### src/hw/rtl/assert_macros.svh
// Assertion macros used by the top level of the texture sampler.
`ifndef ASSERT_MACROS_SVH
`define ASSERT_MACROS_SVH
`ifndef SYNTHESIS
`define BTS_ASSERT_IMPL(lbl, ante, cons) \
  lbl: assert property (@(posedge clk) disable iff (!rst_n) (ante) |-> (cons)) \
    else $error("assertion failed");
`define BTS_ASSERT_NEXT(lbl, ante, cons) \
  lbl: assert property (@(posedge clk) disable iff (!rst_n) (ante) |=> (cons)) \
    else $error("assertion failed");
`else
`define BTS_ASSERT_IMPL(lbl, ante, cons)
`define BTS_ASSERT_NEXT(lbl, ante, cons)
`endif
`endif

### src/hw/rtl/bts_pkg.sv
// Types, constants and helpers of the bilinear texture sampler.
package bts_pkg;
  localparam int COL_BITS  = 9;
  localparam int ROW_BITS  = 8;
  localparam int CH_BITS   = 16;
  localparam int ADDR_BITS = COL_BITS + ROW_BITS;
  localparam int MAX_COLS  = 512;
  localparam int MAX_ROWS  = 256;
  localparam int W_BITS    = 10;
  localparam int H_BITS    = 9;

  // command codes
  localparam logic CMD_WRITE  = 1'b0;
  localparam logic CMD_SAMPLE = 1'b1;

  // configuration register indexes
  localparam logic REG_WIDTH  = 1'b0;
  localparam logic REG_HEIGHT = 1'b1;

  typedef struct packed {
    logic [CH_BITS-1:0] blue;
    logic [CH_BITS-1:0] green;
    logic [CH_BITS-1:0] red;
  } texel_t;

  // fetch addresses and fractions of one sample
  typedef struct packed {
    logic [COL_BITS-1:0] c0;
    logic [COL_BITS-1:0] c1;
    logic [ROW_BITS-1:0] r0;
    logic [ROW_BITS-1:0] r1;
    logic [15:0]         fx;
    logic [15:0]         fy;
  } fetch_t;

  // a + floor(f*(b-a)/65536), same as the weighted sum form
  function automatic logic [CH_BITS-1:0] lerp(input logic [CH_BITS-1:0] a,
                                              input logic [CH_BITS-1:0] b,
                                              input logic [15:0] f);
    logic signed [CH_BITS:0]    d;
    logic signed [CH_BITS+17:0] p;
    logic signed [CH_BITS+1:0]  s;
    d = $signed({1'b0, b}) - $signed({1'b0, a});
    p = d * $signed({1'b0, f});
    s = $signed({2'b00, a}) + $signed(p[CH_BITS+17:16]);
    return s[CH_BITS-1:0];
  endfunction
endpackage

### src/hw/rtl/bts_coord.sv
// Coordinate stages: scale by image size, split, wrap columns, clamp rows.
module bts_coord (
  input  logic                        clk,
  input  logic                        en,
  input  logic [15:0]                 coord_u,
  input  logic [15:0]                 coord_v,
  input  logic [bts_pkg::W_BITS-1:0]  tex_w,
  input  logic [bts_pkg::H_BITS-1:0]  tex_h,
  output bts_pkg::fetch_t             fetch
);
  logic signed [26:0] px_r;
  logic signed [24:0] py_r;
  logic [bts_pkg::W_BITS-1:0] w_r;
  logic [bts_pkg::H_BITS-1:0] h_r;
  bts_pkg::fetch_t fetch_r, fetch_nxt;
  logic [bts_pkg::W_BITS-1:0] x0, x1;
  logic [bts_pkg::H_BITS-1:0] y0, y1;

  // stage 1: p = coord*dim - 0.5, products kept at full width
  always_ff @(posedge clk) begin
    if (en) begin
      px_r <= $signed({1'b0, 26'(coord_u) * 26'(tex_w)}) - 27'sd32768;
      py_r <= $signed({1'b0, 24'(coord_v) * 24'(tex_h)}) - 25'sd32768;
      w_r  <= tex_w;
      h_r  <= tex_h;
    end
  end

  // stage 2: floor split, column wrap, row clamp
  always_comb begin
    x0 = {1'b0, px_r[24:16]};
    x1 = x0 + 10'd1;
    y0 = {1'b0, py_r[23:16]};
    y1 = y0 + 9'd1;
    fetch_nxt.fx = px_r[15:0];
    fetch_nxt.fy = py_r[15:0];
    if (px_r[26]) begin
      fetch_nxt.c0 = 9'(w_r - 10'd1);
      fetch_nxt.c1 = '0;
    end else begin
      fetch_nxt.c0 = x0[8:0];
      fetch_nxt.c1 = (x1 >= w_r) ? '0 : x1[8:0];
    end
    if (py_r[24]) begin
      fetch_nxt.r0 = '0;
      fetch_nxt.r1 = '0;
    end else begin
      fetch_nxt.r0 = y0[7:0];
      fetch_nxt.r1 = (y1 >= h_r) ? 8'(h_r - 9'd1) : y1[7:0];
    end
  end

  always_ff @(posedge clk) begin
    if (en) fetch_r <= fetch_nxt;
  end

  assign fetch = fetch_r;
endmodule

### config.mk
export PLATFORM = sky130hd
export DESIGN_NAME = bts_coord
export DESIGN_NICKNAME = d
export VERILOG_FILES = /design/src/hw/rtl/assert_macros.svh /design/src/hw/rtl/bts_pkg.sv /design/src/hw/rtl/bts_coord.sv
export SDC_FILE = /design/constraint.sdc
export NUM_CORES = 1
export LEC_CHECK = 0
export BUFFER_PORTS_ARGS = -buffer_cell sky130_fd_sc_hd__buf_2
export CORE_MARGIN = 4
export CORE_UTILIZATION = 36
export CTS_CLUSTER_SIZE = 30
export DETAILED_ROUTE_END_ITERATION = 8
export GPL_TIMING_DRIVEN = 1
export SETUP_SLACK_MARGIN = 0.1
export SYNTH_ARGS = -nofsm -noshare
export SYNTH_HDL_FRONTEND = slang
export SYNTH_SLANG_ARGS = --single-unit
### constraint.sdc
create_clock -name clk -period 6.3 [get_ports clk]
set_clock_uncertainty 0.05 [all_clocks]
set_input_delay 1.26 -clock clk [delete_from_list [all_inputs] [get_ports clk]]
set_output_delay 1.26 -clock clk [all_outputs]
set_load 0.02 [all_outputs]
==> tab_implementation.tex <==
\begin{tabular}{lr}
\hline
Metric & Value \\
\hline
\multicolumn{2}{l}{\textbf{Outcome}} \\
Status & finished clean \\
\multicolumn{2}{l}{\textbf{Floorplan}} \\
Width of the die & 214 um \\
Height of the die & 214 um \\
Initial core utilization & 0.365 \\
Area inside the core boundary & $\sim$42000 um\^{}2 \\
Boundary pin count & 119 \\
Die outline area & roughly 46000 um\^{}2 \\
Rows & 75 \\
\multicolumn{2}{l}{\textbf{Cells and area}} \\
Area overhead of the layout relative to synthesis & 16.7\% \\
Ratio of cells with drive above 1 in the final layout & 0.156 \\
Layout Cell Area excl Fill & roughly 18000 um\^{}2 \\
NumNets Final & between 2000 and 2500 \\
Number of diodes & 0 \\
Fillers & about 4000 \\
\multicolumn{2}{l}{\textbf{Drt}} \\
Routed metal-1 wire length & about 16000 um \\
DR top layer & met4 \\
Wire length on met3 & $\sim$1600 um \\
DRC Markers & 0 \\
Total met2 wirelength after detailed routing & approximately 16000 um \\
Count of antenna-violating nets left after detailed routing & 0 \\
Number of DRC markers in iteration 0 & 618 \\
Routed wire length per instance & around 15 um \\
Detailed-route wire length & between 30000 and 40000 um \\
Routed vias/inst & roughly 4.8 \\
Drt pass-1 iters & 5 \\
Total vias in the final route & around 11000 \\
\multicolumn{2}{l}{\textbf{Place}} \\
Placer Congestion & around 0.83 \\
Hpwl dp & 28000 um \\
Count of input and output buffers & $\sim$120 \\
Area after detailed placement & 17200 um\^{}2 \\
\multicolumn{2}{l}{\textbf{Timing}} \\
Final Max Tran Viols & 0 \\
Share of the clock period used by the worst path & 0.947 \\
Time the worst path needs with I/O delays and setup & 5970 ps \\
Slew at the pin with the worst max-slew slack & 917 ps \\
Post-Route Hold Slack & 369 ps \\
Unrepaired setup endpoints after global routing & true \\
Worst relative slew slack & 0.384 \\
Number of hold violations in the final report & 0 \\
Final setup violation count & 0 \\
Max Clk Rate & 168 MHz \\
\multicolumn{2}{l}{\textbf{CTS}} \\
Hold-fix buffers at CTS & 0 \\
Clk root buf & sky130\_fd\_sc\_hd\_\_clkbuf\_16 \\
Number of buffers between clock root and the deepest sink & 2 \\
Number of buffers created by CTS & 17 \\
Post-CTS clock slew at the launch and capture registers of the worst setup and hold paths & $\sim$60 ps \\
Gates resized, CTS repair & 0 \\
Number of H-tree branching levels & 4 \\
CTS sink cnt & about 140 \\
Setup Buffers After CTS & 0 \\
TritonCTS clock tree & done \\
Insertion delay to the later sink of the worst-skew pair & around 430 ps \\
\multicolumn{2}{l}{\textbf{Power and ir drop}} \\
Sw Share & 0.434 \\
Power density of the placed cells & 492 nW/um\^{}2 \\
Switching power summed over all nets & roughly 3800 uW \\
Share of power burned in registers & 0.202 \\
Combinational share of power & 0.674 \\
Lkg Pwr & a little under 0.009 uW \\
Cell-internal power & between 4000 and 5000 uW \\
Share of power burned in the clock network & 0.125 \\
Largest voltage drop on the vdd net & about 0.28 mV \\
\multicolumn{2}{l}{\textbf{Synth}} \\
Synth Register Bits & 136 \\
Area contributors post-synth & sky130\_fd\_sc\_hd\_\_fa\_1, sky130\_fd\_sc\_hd\_\_edfxtp\_1, sky130\_fd\_sc\_hd\_\_ha\_1 \\
Net Count, Synth & between 1500 and 2000 \\
Average footprint of a synthesized cell & around 10 um\^{}2 \\
Main synth FF type & sky130\_fd\_sc\_hd\_\_edfxtp\_1 \\
Count of cell types in the netlist & 54 \\
Number of warnings reported in the yosys synthesis log & 0 \\
Register area share after synthesis & 0.267 \\
Syn Std Cell Area & approximately 15000 um\^{}2 \\
Number of cells produced by synthesis & 1509 \\
Cell type contributing the most total cell area after synthesis & sky130\_fd\_sc\_hd\_\_fa\_1 \\
Count of flip-flops with a built-in enable after synthesis & around 140 \\
Share of the synthesized area in the top cell type & 0.272 \\
Post-synthesis async set-or-reset flop share & 0 \\
\multicolumn{2}{l}{\textbf{Critical path}} \\
Most prevalent standard cell on the critical path & sky130\_fd\_sc\_hd\_\_fa\_1 \\
Critical Path, Cell by Cell & buf\_2 -> nand2\_1 -> fa\_1 -> fa\_1 -> inv\_1 -> fa\_1 -> inv\_1 -> fa\_1 -> fa\_1 -> inv\_1 -> ha\_1 -> a21o\_1 -> a21oi\_1 -> nand2b\_1 -> o311ai\_0 -> o41ai\_1 -> o21ba\_2 -> o21ai\_0 -> xor2\_1 \\
Worst path required time & around 6400 ps \\
Crit path launch type & input port \\
Critical path class & in -> reg \\
Crit end category & flop \\
Critical Path Fanout Max & 11 \\
Worst path arrival time & 6090 ps \\
CP max stage delay & 530 ps \\
Worst-path cell with the longest stage delay & sky130\_fd\_sc\_hd\_\_fa\_1 \\
\multicolumn{2}{l}{\textbf{GRT}} \\
First-pass GRT wire length & 57500 um \\
Grt total ovfl & 0 \\
Maximum number of pins on one net before global-route repair & 83 \\
Initial antenna violation count & 0 \\
Number of global-route vias before repair & 11312 \\
Overall fraction of global-route tracks in use & 0.153 \\
\multicolumn{2}{l}{\textbf{Run}} \\
Max-cap violations & 0 \\
\multicolumn{2}{l}{\textbf{Min path}} \\
Tightest Hold Check Type & reg -> reg \\
\hline
\end{tabular}
==> cells in the final DEF (no fill, tap or decap), drive strengths merged, types with 27 or more instances in the layout <==
master | synthesis | routed
inv | 297 | 306
buf | 0 | 219
fa | 208 | 208
nand2 | 170 | 170
and2 | 151 | 151
ha | 149 | 149
edfxtp | 136 | 136
xnor2 | 55 | 55
a21oi | 49 | 49
nor2 | 34 | 34
a21o | 27 | 27
==> worst paths after layout <==
check,from,to,slack [ps],cells after the start
setup / recovery,tex_w[2],px_r[23]$_DFFE_PP_,330,19
hold / removal,py_r[8]$_DFFE_PP_,fetch[8]$_DFFE_PP_,370,0
setup reg to reg,py_r[16]$_DFFE_PP_,fetch[36]$_SDFFCE_PP0P_,3120,9
hold reg to reg,py_r[8]$_DFFE_PP_,fetch[8]$_DFFE_PP_,370,0
==> critical path: cells and delay by family <==
kind / cells / cell delay [ps]
adder cells (fa/ha/maj): 6 / 2770
AO/OA/AOI/OAI: 6 / 1280
buffers and inverters: 4 / 390
AND/OR/NAND/NOR: 2 / 250
XOR/XNOR: 1 / 150
==> power by group through the flow <==
| stage | Combinational, uW | Sequential [uW] | Clock, uW |
|---|---|---|---|
| finish | 5920 | 1770 | 1090 |
| global route | 6760 | 1800 | 1170 |
| CTS | 5950 | 1770 | 1130 |
| detailed placement | 5910 | 1790 | 0 |
| global placement | 5780 | 1780 | 0 |
| floorplan | 3980 | 1850 | 0 |
==> synthesized netlist by cell type (19+ instances only) <==
| master | n |
|---|---|
| sky130_fd_sc_hd__inv_1 | 297 |
| sky130_fd_sc_hd__fa_1 | 208 |
| sky130_fd_sc_hd__nand2_1 | 170 |
| sky130_fd_sc_hd__and2_1 | 150 |
| sky130_fd_sc_hd__ha_1 | 149 |
| sky130_fd_sc_hd__edfxtp_1 | 136 |
| sky130_fd_sc_hd__xnor2_1 | 55 |
| sky130_fd_sc_hd__clkbuf_1 | 50 |
| sky130_fd_sc_hd__a21oi_1 | 49 |
| sky130_fd_sc_hd__nor2_1 | 34 |
| sky130_fd_sc_hd__a21o_1 | 26 |
| sky130_fd_sc_hd__nand3_1 | 19 |
==> cell families (layout without fill, tap and decap cells) <==
family | after synthesis | after routing | share of synthesized area
flops | 136 | 136 | 0.267
compound gates | 157 | 157 | 0.0680
fa+ha+maj | 357 | 357 | 0.394
xor+xnor | 71 | 71 | 0.0406
buf+inv | 347 | 549 | 0.0851
simple gates | 440 | 440 | 0.145
mux | 1 | 1 | 0.000654
==> final cells by class <==
| class | count | area [um^2] | area share |
|---|---|---|---|
| Multi-Input combinational cell | 1026 | 9950 | 0.557 |
| Sequential cell | 136 | 4080 | 0.229 |
| Timing Repair Buffer | 220 | 1400 | 0.0785 |
| Inverter | 297 | 1110 | 0.0624 |
| Tap cell | 539 | 674 | 0.0377 |
| Clock buffer | 17 | 425 | 0.0238 |
| Clock inverter | 15 | 223 | 0.0125 |
==> per-layer routing <==
layer  vias to the layer above  GRT usage
met5                         -          0
li1                       5177          -
met1                      5379      0.212
met3                        33     0.0290
met4                         0     0.0367
met2                       222      0.252
==> registers in the layout, indices dropped and copies added (netlist names) <==
register / count
h_r: 9
w_r: 10
py_r: 25
fetch: 66
px_r: 26
==> through the flow <==
stage          setup slack [ps]  setup TNS, ps  power (uW)  cells  utilization
6_report                    335              0        8790   2250        0.426
5_1_grt                    87.8              0        9730   2250        0.426
4_1_cts                     325              0        8860   2250        0.426
3_5_place_dp               -129           -642        7700   2218        0.410
3_3_place_gp              -29.7          -45.0        7570   2218        0.410
2_1_floorplan               104              0        5840   1509            -
(Power assumes the default switching activity.)
